**src/rtl/core/lstm_pkg.sv**
```systemverilog
// Shared types, codes and constants of the sharpening tone map block.
`timescale 1ns / 1ps

package lstm_pkg;

	// Configuration register indexes
	localparam logic REG_BETA_GAIN   = 1'b0;
	localparam logic REG_LINE_LENGTH = 1'b1;

	// Result jobs of one pixel, in emission order
	localparam logic [1:0] JOB_PREV      = 2'd0; // previous row, this column
	localparam logic [1:0] JOB_FIN_LEFT  = 2'd1; // final row, column to the left
	localparam logic [1:0] JOB_FIN_LAST  = 2'd2; // final row, last column
	localparam logic [1:0] JOB_PLAIN     = 2'd3; // plain tone map, no sharpening
	localparam int         NUM_JOBS      = 4;

	// Divisor 256*255*n for n neighbours; n of zero uses the n = 1 value
	localparam logic [17:0] DEN_1 = 18'd65280;
	localparam logic [17:0] DEN_2 = 18'd130560;
	localparam logic [17:0] DEN_3 = 18'd195840;
	localparam logic [17:0] DEN_4 = 18'd261120;

	// Reciprocals of 255*n scaled by 2^32, rounded up; exact for dividends below 2^22
	localparam int          RCP_SHIFT = 32;
	localparam logic [24:0] RCP_1     = 25'd16843010;
	localparam logic [24:0] RCP_2     = 25'd8421505;
	localparam logic [24:0] RCP_3     = 25'd5614337;
	localparam logic [24:0] RCP_4     = 25'd4210753;

	// Quotient bits
	localparam int QW = 12;

	// Commands from the controller to the datapath
	typedef struct packed {
		logic       accept;
		logic       lat1;
		logic       lat2;
		logic       lat3;
		logic       commit;
		logic       mul1;
		logic       mul2;
		logic       prep;
		logic       div_step;
		logic       emit;
		logic [1:0] job;
	} lstm_cmd_t;

	// Status from the datapath to the controller
	typedef struct packed {
		logic                is_map;
		logic [NUM_JOBS-1:0] job_valid;
		logic                out_free;
	} lstm_stat_t;

	function automatic logic [17:0] den_of(input logic [2:0] n);
		logic [17:0] d;
		unique case (n)
			3'd2:    d = DEN_2;
			3'd3:    d = DEN_3;
			3'd4:    d = DEN_4;
			default: d = DEN_1;
		endcase
		return d;
	endfunction

	function automatic logic [24:0] rcp_of(input logic [2:0] n);
		logic [24:0] r;
		unique case (n)
			3'd2:    r = RCP_2;
			3'd3:    r = RCP_3;
			3'd4:    r = RCP_4;
			default: r = RCP_1;
		endcase
		return r;
	endfunction

endpackage

```
**src/rtl/core/lstm_ctrl.sv**
```systemverilog
// Controller: sequences store reads, the write back and the result jobs of each pixel.
`timescale 1ns / 1ps

module lstm_ctrl (
	input  logic                 clk,
	input  logic                 arst_n,
	input  logic                 in_valid,
	output logic                 in_ready,
	input  lstm_pkg::lstm_stat_t stat,
	output lstm_pkg::lstm_cmd_t  cmd
);

	typedef enum logic [3:0] {
		S_IDLE,
		S_RD1,
		S_RD2,
		S_RD3,
		S_WR,
		S_JSEL,
		S_MUL1,
		S_MUL2,
		S_PREP,
		S_DIV,
		S_EMIT
	} state_t;

	state_t     state_q;
	logic [1:0] job_q;

	// State and job counter
	always_ff @(posedge clk or negedge arst_n) begin
		if (!arst_n) begin
			state_q <= S_IDLE;
			job_q   <= 2'd0;
		end else begin
			unique case (state_q)
				S_IDLE: begin
					job_q <= 2'd0;
					if (in_valid && !stat.is_map) begin
						state_q <= S_RD1;
					end
				end
				S_RD1: state_q <= S_RD2;
				S_RD2: state_q <= S_RD3;
				S_RD3: state_q <= S_WR;
				S_WR:  state_q <= S_JSEL;
				S_JSEL: begin
					if (stat.job_valid[job_q]) begin
						state_q <= S_MUL1;
					end else if (job_q == lstm_pkg::JOB_PLAIN) begin
						state_q <= S_IDLE;
					end else begin
						job_q <= job_q + 2'd1;
					end
				end
				S_MUL1: state_q <= S_MUL2;
				S_MUL2: state_q <= S_PREP;
				S_PREP: state_q <= S_DIV;
				S_DIV:  state_q <= S_EMIT;
				S_EMIT: begin
					if (stat.out_free) begin
						if (job_q == lstm_pkg::JOB_PLAIN) begin
							state_q <= S_IDLE;
						end else begin
							job_q   <= job_q + 2'd1;
							state_q <= S_JSEL;
						end
					end
				end
				default: state_q <= S_IDLE;
			endcase
		end
	end

	// Command decode
	assign in_ready     = (state_q == S_IDLE);
	assign cmd.accept   = (state_q == S_IDLE) && in_valid;
	assign cmd.lat1     = (state_q == S_RD1);
	assign cmd.lat2     = (state_q == S_RD2);
	assign cmd.lat3     = (state_q == S_RD3);
	assign cmd.commit   = (state_q == S_WR);
	assign cmd.mul1     = (state_q == S_MUL1);
	assign cmd.mul2     = (state_q == S_MUL2);
	assign cmd.prep     = (state_q == S_PREP);
	assign cmd.div_step = (state_q == S_DIV);
	assign cmd.emit     = (state_q == S_EMIT) && stat.out_free;
	assign cmd.job      = job_q;

endmodule

```
**config.mk**
```make
export PLATFORM = sky130hd
export DESIGN_NAME = lstm_ctrl
export DESIGN_NICKNAME = d
export VERILOG_FILES = /design/src/rtl/core/lstm_pkg.sv /design/src/rtl/core/lstm_ctrl.sv
export SDC_FILE = /design/constraint.sdc
export NUM_CORES = 1
export LEC_CHECK = 0
export BUFFER_PORTS_ARGS = -buffer_cell sky130_fd_sc_hd__buf_2
export CORE_AREA = 4 4 41 43
export DETAILED_ROUTE_END_ITERATION = 16
export DIE_AREA = 0 0 45 47
export HOLD_SLACK_MARGIN = 0.06
export PLACE_DENSITY_LB_ADDON = 0.08
export SYNTH_ARGS = -nofsm -noshare
export SYNTH_HDL_FRONTEND = slang
export SYNTH_SLANG_ARGS = --single-unit
```
**constraint.sdc**
```tcl
create_clock -name clk -period 1.75 [get_ports clk]
set_clock_uncertainty 0.2 [all_clocks]
set_input_delay 0.175 -clock clk [delete_from_list [all_inputs] [get_ports clk]]
set_output_delay 0.175 -clock clk [all_outputs]
set_load 0.01 [all_outputs]
```
== After elaboration in Yosys (flattened, before gate mapping) ==
Index checks and enable logic that the tools add are counted.

* Bits in registers: 6
* Input port bits: 9
* Output and inout port bits: 13
* Logic and storage cells: 39

* Add/subtract/negate cells: 1
* Order comparisons: 1
* Equal/unequal tests: 15
* Mux-type cells: 12
* Reduce and logical (&&, ||, !) cells: 8

{| class="wikitable"
|+ Operators by type and width
! kind !! count
|-
| $pmux W4 S11 || 1
|-
| $eq A4 B3 Y1 const B || 4
|-
| $mux W4 || 4
|-
| $eq A4 B4 Y1 const B || 3
|-
| $eq A4 B2 Y1 const B || 2
|-
| $mux W2 || 3
|-
| $pmux W2 S3 || 1
|-
| $reduce_and A3 Y1 || 2
|-
| $eq A4 B1 Y1 const B || 1
|-
| $logic_not A4 Y1 || 1
|-
| $ne A2 B2 Y1 const B || 2
|-
| $logic_and A1 B1 Y1 || 3
|-
| $lt A2 B3 Y1 const B || 1
|-
| $mux W3 || 1
|-
| $ne A3 B3 Y1 const B || 1
|-
| $reduce_bool A3 Y1 || 1
|-
| $add A2 B1 Y2 const B || 1
|-
| $bmux W1 S2 || 1
|-
| $eq A2 B2 Y1 const B || 1
|-
| $ne A2 B1 Y1 const B || 1
|-
| $logic_not A1 Y1 || 1
|-
| $mux W1 || 1
|}

== Logic depth before layout (Yosys ltp) ==
Gate-level depths: netlist (run 1).

* Depth after elaboration: 4
* Gate-level depth with buffers: 5
* Depth with buffers taken out: 5

== Least setup slack after synthesis (run 1) ==
No wires, ideal clock.

* Path type: register to register
* Start: reg job_q[0]
* End: reg job_q[0]
* Library setup time: 125 ps
* Arrival time: 1590 ps
* Data required time: 1425 ps
* Path slack: -165 ps
* Cell stages (with the launch flop): 5
* Path buffers: 0
* Period minus slack after synthesis: 1915 ps
* Cell sequence: dfrtp_1 ha_1 or3_1 a22o_1 mux2_4

* Longest elaborated chain between the ends: 4
* Elaborated cells between the ends (all ways): 10
* Those cells by class: 1 x add/sub; 2 x eq/ne; 6 x mux; 1 x reduce/logical

{| class="wikitable"
|+ Ends and longest elaborated chain
! what !! RTL line !! text
|-
| start, declared || lstm_ctrl.sv:28 || <nowiki>logic [1:0] job_q;</nowiki>
|-
| start signal, assigned || lstm_ctrl.sv:53 || <nowiki>job_q <= job_q + 2'd1;</nowiki>
|-
| start signal, assigned || lstm_ctrl.sv:65 || <nowiki>job_q <= job_q + 2'd1;</nowiki>
|-
| $add A2 B1 Y2, or another cell as far along || lstm_ctrl.sv:53, lstm_ctrl.sv:65 ||
|-
| $mux W2 / $mux W1 (equally long branches) || lstm_ctrl.sv:50, lstm_ctrl.sv:62, lstm_ctrl.sv:48 ||
|-
| $mux W2, or another cell as far along || lstm_ctrl.sv:61 || <nowiki>if (stat.out_free) begin</nowiki>
|-
| $pmux W2 S3 / $reduce_and A3 Y1 (equally long branches) || - ||
|}

Several ways; a longest one is shown, not always the timed one. The select of a mux whose other input is x is not followed.
A chain may end at the register's enable or synchronous reset.

== Worst setup path after layout (run 1) ==
* Start: reg state_q[1]
* End: reg job_q[0]

* Longest elaborated chain between the ends: 3
* Elaborated cells between the ends (all ways): 8
* Those cells by class: 4 x eq/ne; 1 x mux; 3 x reduce/logical

{| class="wikitable"
|+ Ends and longest elaborated chain
! what !! RTL line !! text
|-
| start, declared || lstm_ctrl.sv:27 || <nowiki>state_t state_q;</nowiki>
|-
| start signal, assigned || lstm_ctrl.sv:33 || <nowiki>state_q <= S_IDLE;</nowiki>
|-
| start signal, assigned || lstm_ctrl.sv:40 || <nowiki>state_q <= S_RD1;</nowiki>
|-
| start signal, assigned || lstm_ctrl.sv:43 || <nowiki>S_RD1: state_q <= S_RD2;</nowiki>
|-
| $eq A4 B3 Y1, or another cell as far along || lstm_ctrl.sv:36 || <nowiki>unique case (state_q)</nowiki>
|-
| $ne A2 B2 Y1 (no line) / $reduce_bool A3 Y1 (equally long branches) || - ||
|-
| $reduce_and A3 Y1 (no line) || - ||
|}

Several ways; a longest one is shown, not always the timed one.

==> out/metrics.csv, run 1 <==
stage;metric;value;unit
status;status;complete, but fails checks;
status;failing checks;negative setup slack;
critical_path;worst path cell trace;nand2b_1 -> or3_4 -> a22o_1 -> mux2_4;
sta;setup TNS;-0.0607;ns
pwr;Clk pwr share;0.099;
sta;Final period util;1.03;
place;port bufs;21;
die;Initial Utilization;0.389;
die;die width;45;um
synth;most frequent cells after synthesis;nor2_1 (10), dfrtp_1 (6), nor3_1 (6), nand2b_1 (5);
finish;fillcell total;115;
sta;final hold violation count;0;
clock_tree;clk sinks;6;
synth;Main synth FF type;dfrtp_1;
clock_tree;clock-pin slew on the worst setup and hold paths;0.05;ns
synth;most common cell in the netlist;nor2_1;
synth;post-synthesis sequential area ratio;0.296;
route;post-route ant nets;0;
pwr;Int Power;0.793;mW
route;DRT iter0 DRCs;12;
pwr;Flop pwr share;0.165;
synth;Syn Inst Count;64;
finish;post-route design area;852;um^2
finish;Syn-to-layout area delta;68.1;%
pwr;LEAKAGE;0.409;nW
sta;Peak Freq;554;MHz
critical_path;Worst Setup Start Kind;flip-flop;
pwr;post-route total power;1.43;mW
sta;Slew HR;0.847;
job;max_cap viols;0;
critical_path;Critical Path Stages;4;
die;Rows;13;
grt;initial antenna violation count;0;
synth;Avg Inst Size Synth;7.92;um^2
route;Routed WL;1.58;mm
sta;Fin Hold WS;0.0884;ns
die;die area;2120;um^2
clock_tree;# H-tree levels;1;
pwr;NetSw;0.636;mW
synth;largest area contributor in the netlist;dfrtp_1;
place;DP HPWL;1.19;mm
finish;final core utilization;0.655;
sta;fin crit period;1.81;ns
critical_path;family with the most delay on the worst path;simple AND/OR/NAND/NOR gates;
synth;synthesized area;507;um^2
synth;syn_nets;74;
synth;post-synth top area share;0.296;
place;placed instance area;722;um^2
grt;first-pass GRT wire length;2.50;mm
finish;number of diodes;0;
route;DRC;0;
critical_path;WP data required;1.68;ns
critical_path;crit-path max FO;2;
critical_path;Reg2Reg Depth;4;
clock_tree;TritonCTS clock tree;done;
pwr;pwr dens;1680;nW/um^2
finish;share of cells above drive strength 1;0.545;
synth;Distinct cells, synth;29;
grt;total track usage;0.173;
sta;Final setup viols;2;
clock_tree;worst-skew pair later-pin latency;0.25;ns
worst_hold_path;Hold WC Path Type;primary input to async pin;
sta;worst setup margin;-0.0552;ns
synth;Ys Warns;0;
route;DR vias;618;
die;Die Ht;47;um
die;IO Pins;22;
route;Avg Vias per Cell;5.33;
synth;Post-synth EDFFs;0;
critical_path;Max stage delay on crit path;0.39;ns
clock_tree;root buffer cell;clkbuf_4;
pwr;switching share of power;0.445;
critical_path;crit path DAT;1.74;ns
sta;unrepaired setup endpoints after global routing;true;
critical_path;Crit Path Category;flip-flop to flip-flop;
grt;largest net degree at the start of global routing;13;
grt;vias in the first global route;570;
sta;Max Transition Viols Final;0;
route;TritonRoute pass-1 iters;4;
pwr;Comb power frac;0.736;
route;per-cell routed wire length;13.6;um
critical_path;kind of capture point of the worst setup path;flip-flop;
critical_path;Crit-path slowest cell;dfrtp_1;
sta;worst-margin pin slew;0.228;ns
grt;total gr overflow;0;
finish;nets@finish;112;
clock_tree;CTS buffer count;3;
clock_tree;clock buffer depth;2;
critical_path;crit path buf inv count;0;
die;core area;1300;um^2
synth;synth top area cells;dfrtp_1 (30%), nor2_1 (7.4%), nand2b_1 (6.2%);
pwr;worst vdd ir;0.897;mV
place;Final GP Congestion;0.757;
synth;Seq cells post-synth;6;
synth;ys async rst share;1.00;
==> cell families (layout without fill, tap and decap cells) <==
family | Yosys count | after routing | synth area share
and+or+nand+nor | 31 | 31 | 0.321
AOI/OAI and AO/OA | 15 | 15 | 0.200
buffers and inverters | 8 | 45 | 0.0642
muxes | 3 | 3 | 0.0938
DFF | 6 | 6 | 0.296
adders and majority gates | 1 | 1 | 0.0247
==> layout make-up <==
cell class | count | area [um^2] | area share
clock buffer | 4 | 26.3 | 0.0308
inverter | 3 | 11.3 | 0.0132
multi-input combinational | 50 | 400 | 0.470
sequential | 6 | 153 | 0.179
tap | 15 | 18.8 | 0.0220
timing repair buffer | 38 | 243 | 0.285
==> through the flow <==
| step | setup WS (ns) | std cells |
|---|---|---|
| floorplan | -0.104 | 64 |
| global placement | -0.0403 | 107 |
| detailed placement | -0.0559 | 107 |
| CTS | -0.0441 | 115 |
| global route | -0.0792 | 116 |
| finish | -0.0552 | 116 |
==> timing repair <==
| action | in CTS | in global routing |
|---|---|---|
| setup endpoints to repair | 5 | 11 |
| hold buffers | 1 | 0 |
| pin swaps | 1 | 0 |
| buffers inserted | 3 | 1 |
| endpoints found under the hold margin | 6 | 0 |
| resized for setup | 3 | 12 |
==> power by group through the flow <==
stage               Sequential (mW)  Clock, mW  Combinational, mW
global route                  0.240      0.162               1.14
global placement              0.233          0              0.877
detailed placement            0.233          0              0.874
finish                        0.236      0.141               1.05
CTS                           0.233      0.147              0.931
floorplan                     0.244          0              0.547
==> cells in the final DEF, fill, tap and decap left out, types with 2 or more instances in the layout <==
master	instances
o21ai_1	2
buf_4	14
nand2b_1	2
o22ai_1	3
inv_1	3
clkbuf_4	3
nor3_2	2
nand2_1	3
nand2b_4	2
nor2_1	10
a21oi_1	3
buf_2	21
nor3_1	3
dfrtp_1	4
dfrtp_2	2
buf_6	2
==> flip-flops by register name, indices dropped and copies added (netlist names) <==
name / count
job_q: 2
state_q: 4
==> routing by layer <==
layer / global-route usage / wire (um) / vias to the layer above
li1: - / - / 306
met1: 0.185 / 639 / 277
met2: 0.302 / 794 / 33
met3: 0.0728 / 124 / 2
met4: 0.0702 / 17 / 0
met5: 0 / 0 / -
==> worst register-to-register path, stage by stage (launching register included) <==
cell and delay, ns:
dfrtp_1 0.39, nand2b_1 0.17, or3_4 0.37, a22o_1 0.25, mux2_4 0.30
==> path summary, 6_finish.rpt <==
kind / slack, ns / to / start
setup / recovery: -0.06 / job_q[0]$_DFFE_PN0P_ / state_q[1]$_DFFE_PN0P_
hold / removal: 0.09 / state_q[1]$_DFFE_PN0P_ / arst_n
setup reg to reg: -0.06 / job_q[0]$_DFFE_PN0P_ / state_q[1]$_DFFE_PN0P_
hold reg to reg: 0.46 / state_q[0]$_DFFE_PN0P_ / state_q[0]$_DFFE_PN0P_
max in group asynchronous: 1.10 / job_q[0]$_DFFE_PN0P_ / arst_n
min in group clk: 0.10 / state_q[3]$_DFFE_PN0P_ / stat[0]
(Power assumes the default switching activity.)
==> inputs of run 2 (changes only) <==
- PLACE_DENSITY: unset -> 0.8
- PLACE_DENSITY_LB_ADDON: 0.08 -> unset
==> run 2 against run 1 <==
The run still ends with negative setup slack left. Wire length is 7.2% lower. Die area did not move. Clock-buffer cell count stayed put. Sequential share of layout area grew 0.74 points. Register-to-register slack barely moved. Non-clock buffer count fell by 3. Total power down 3.3%. Cell area is 4.0% lower. Core utilization fell by 2.6 points. Largest cell class unchanged.
==> out/metrics.csv, run 2 (synthesis results as in run 1) <==
stage;metric;value;unit;change
status;status;complete, but fails checks;;
status;failing checks;negative setup slack;;
grt;total track usage;0.162;;-0.0110
critical_path;family with the most delay on the worst path;flip-flops;;
clock_tree;root buffer cell;clkbuf_4;;
finish;post-route insts no fill;113;;-2.6%
critical_path;worst path cell trace;ha_4 -> or3_4 -> a22o_1 -> mux2_4;;
sta;final hold violation count;0;;unchanged
route;per-cell routed wire length;12.9;um;-4.8%
critical_path;kind of capture point of the worst setup path;flip-flop;;
route;post-route ant nets;0;;unchanged
die;die width;45;um;unchanged
critical_path;Critical Path Stages;4;;unchanged
critical_path;Worst Setup Start Kind;flip-flop;;
critical_path;CP endpoint;job_q[0]$_DFFE_PN0P_;;
route;Routed WL;1.46;mm;-7.2%
finish;post-route design area;818;um^2;-4.0%
grt;vias in the first global route;558;;-2.1%
place;port bufs;21;;unchanged
finish;number of diodes;0;;unchanged
place;DP Worst Slack;-0.0760;ns;-0.0200 ns
finish;most common cell after layout, fill and taps aside;buf_2;;
place;placed instance area;722;um^2;unchanged
critical_path;R2R Setup Slk;-0.05;ns;about the same
place;DP HPWL;1.13;mm;-4.7%
critical_path;reg2reg end;job_q[0]$_DFFE_PN0P_;;
grt;total gr overflow;0;;unchanged
die;Rows;13;;unchanged
route;DRT iter0 DRCs;11;;-1
critical_path;reg2reg start;job_q[0]$_DFFE_PN0P_;;
critical_path;crit-path max FO;3;;+1
clock_tree;TritonCTS clock tree;done;;
finish;max reg flops;4;;unchanged
route;TritonRoute pass-1 iters;4;;unchanged
finish;nets@finish;109;;-2.7%
route;DR vias;604;;-2.3%
die;die area;2120;um^2;unchanged
pwr;pwr dens;1690;nW/um^2;+0.65%
sta;unrepaired setup endpoints after global routing;true;;
critical_path;critical path startpoint;job_q[0]$_DFFE_PN0P_;;
sta;Final period util;1.03;;about the same
sta;Fin Hold WS;0.0709;ns;-0.0174 ns
finish;share of cells above drive strength 1;0.510;;-0.0344
finish;area occupied by multi-input gates;389;um^2;-2.8%
finish;Syn-to-layout area delta;61.5;%;
sta;worst-margin pin slew;0.276;ns;+0.0479 ns
place;Final GP Congestion;0.822;;+8.5%
clock_tree;CTS buffer count;3;;unchanged
route;DRC;0;;unchanged
place;placed cell count;107;;unchanged
finish;Largest Register;state_q;;
critical_path;crit path buf inv count;0;;unchanged
finish;Storage cell area;153;um^2;unchanged
sta;Final setup viols;1;;-1
critical_path;WP data required;1.68;ns;about the same
finish;fillcell total;126;;+9.6%
sta;worst setup margin;-0.0546;ns;+0.000532 ns
sta;Slew HR;0.815;;-0.0323
critical_path;Crit-path slowest cell;dfrtp_2;;
die;Initial Utilization;0.389;;unchanged
clock_tree;clk sinks;6;;unchanged
clock_tree;worst-skew pair later-pin latency;0.25;ns;about the same
sta;Peak Freq;554;MHz;about the same
critical_path;Reg2Reg Depth;4;;unchanged
route;Avg Vias per Cell;5.35;;+0.33%
finish;most frequent cells in the layout;buf_2 (21), buf_4 (11), nor2_1 (10);;
pwr;worst vdd ir;0.775;mV;-14%
critical_path;Max stage delay on crit path;0.44;ns;+0.05 ns
die;IO Pins;22;;unchanged
pwr;LEAKAGE;0.392;nW;-4.1%
critical_path;Crit Path Category;flip-flop to flip-flop;;
clock_tree;clock buffer depth;2;;unchanged
sta;Max Transition Viols Final;0;;unchanged
grt;initial antenna violation count;0;;unchanged
grt;first-pass GRT wire length;2.42;mm;-3.6%
die;Die Ht;47;um;unchanged
grt;largest net degree at the start of global routing;15;;+2
critical_path;crit path DAT;1.74;ns;about the same
finish;Regs by FF count;state_q (4), job_q (2);;
sta;fin crit period;1.80;ns;-0.000532 ns
worst_hold_path;Hold WC Path Type;primary input to async pin;;
clock_tree;# H-tree levels;1;;unchanged
die;core area;1300;um^2;unchanged
clock_tree;clock-pin slew on the worst setup and hold paths;0.05;ns;about the same
job;max_cap viols;0;;unchanged
run 2: cell types whose count changed in the layout (fill, tap and decap cells not counted), sizes merged:
cell / change
buf: -3
run 2: power breakdown:
group	internal, mW	switching, mW	total, mW	leakage (nW)
logic	0.488	0.521	1.01	0.302
clock network	0.0866	0.0533	0.140	0.0150
registers	0.194	0.0388	0.233	0.0753
total	0.768	0.613	1.38	0.392
run 2: worst min path at each step:
stage	end	slack [ns]	cells past startpoint
after floorplan	job_q[0]$_DFFE_PN0P_	-0.32	0
after global placement	state_q[1]$_DFFE_PN0P_	-0.20	1
after detailed placement	state_q[1]$_DFFE_PN0P_	-0.19	1
after CTS	state_q[1]$_DFFE_PN0P_	0.07	2
after global routing	state_q[1]$_DFFE_PN0P_	0.09	2
final	job_q[0]$_DFFE_PN0P_	0.07	2
run 2: cell type report:
class	count	share of cell area
Multi-Input combinational cell	50	0.476
Timing Repair Buffer	35	0.269
Sequential cell	6	0.187
Inverter	3	0.0138
Clock buffer	4	0.0321
Tap cell	15	0.0229
run 2: worst reg2reg max path: stages, from the launching register on:
cell,delay [ns]
dfrtp_2,0.44
ha_4,0.17
or3_4,0.32
a22o_1,0.25
mux2_4,0.31
run 2: metal layers:
metal / routed length (um) / share of wire / track usage
met1: 554 / 0.38 / 0.195
met4: 8 / 0.0055 / 0.0351
met3: 134 / 0.092 / 0.0728
met5: 0 / 0 / 0
met2: 765 / 0.52 / 0.268
run 2: what timing repair did:
| action | 4_1_cts | 5_1_grt |
|---|---|---|
| endpoints found under the hold margin | 6 | 0 |
| gates resized for setup | 8 | 6 |
| pin swaps | 3 | 1 |
| hold buffers | 1 | 0 |
| setup buffers | 0 | 1 |
| endpoints found under the setup margin | 7 | 9 |
run 2: metrics by stage:
| step | total power [mW] | setup TNS [ns] | utilization |
|---|---|---|---|
| finish | 1.38 | -0.0546 | 0.629 |
| global placement | 1.09 | -0.0295 | 0.555 |
| floorplan | 0.791 | -0.104 | - |
| CTS | 1.33 | -0.0621 | 0.605 |
| detailed placement | 1.11 | -0.146 | 0.555 |
| global route | 1.50 | -0.331 | 0.629 |
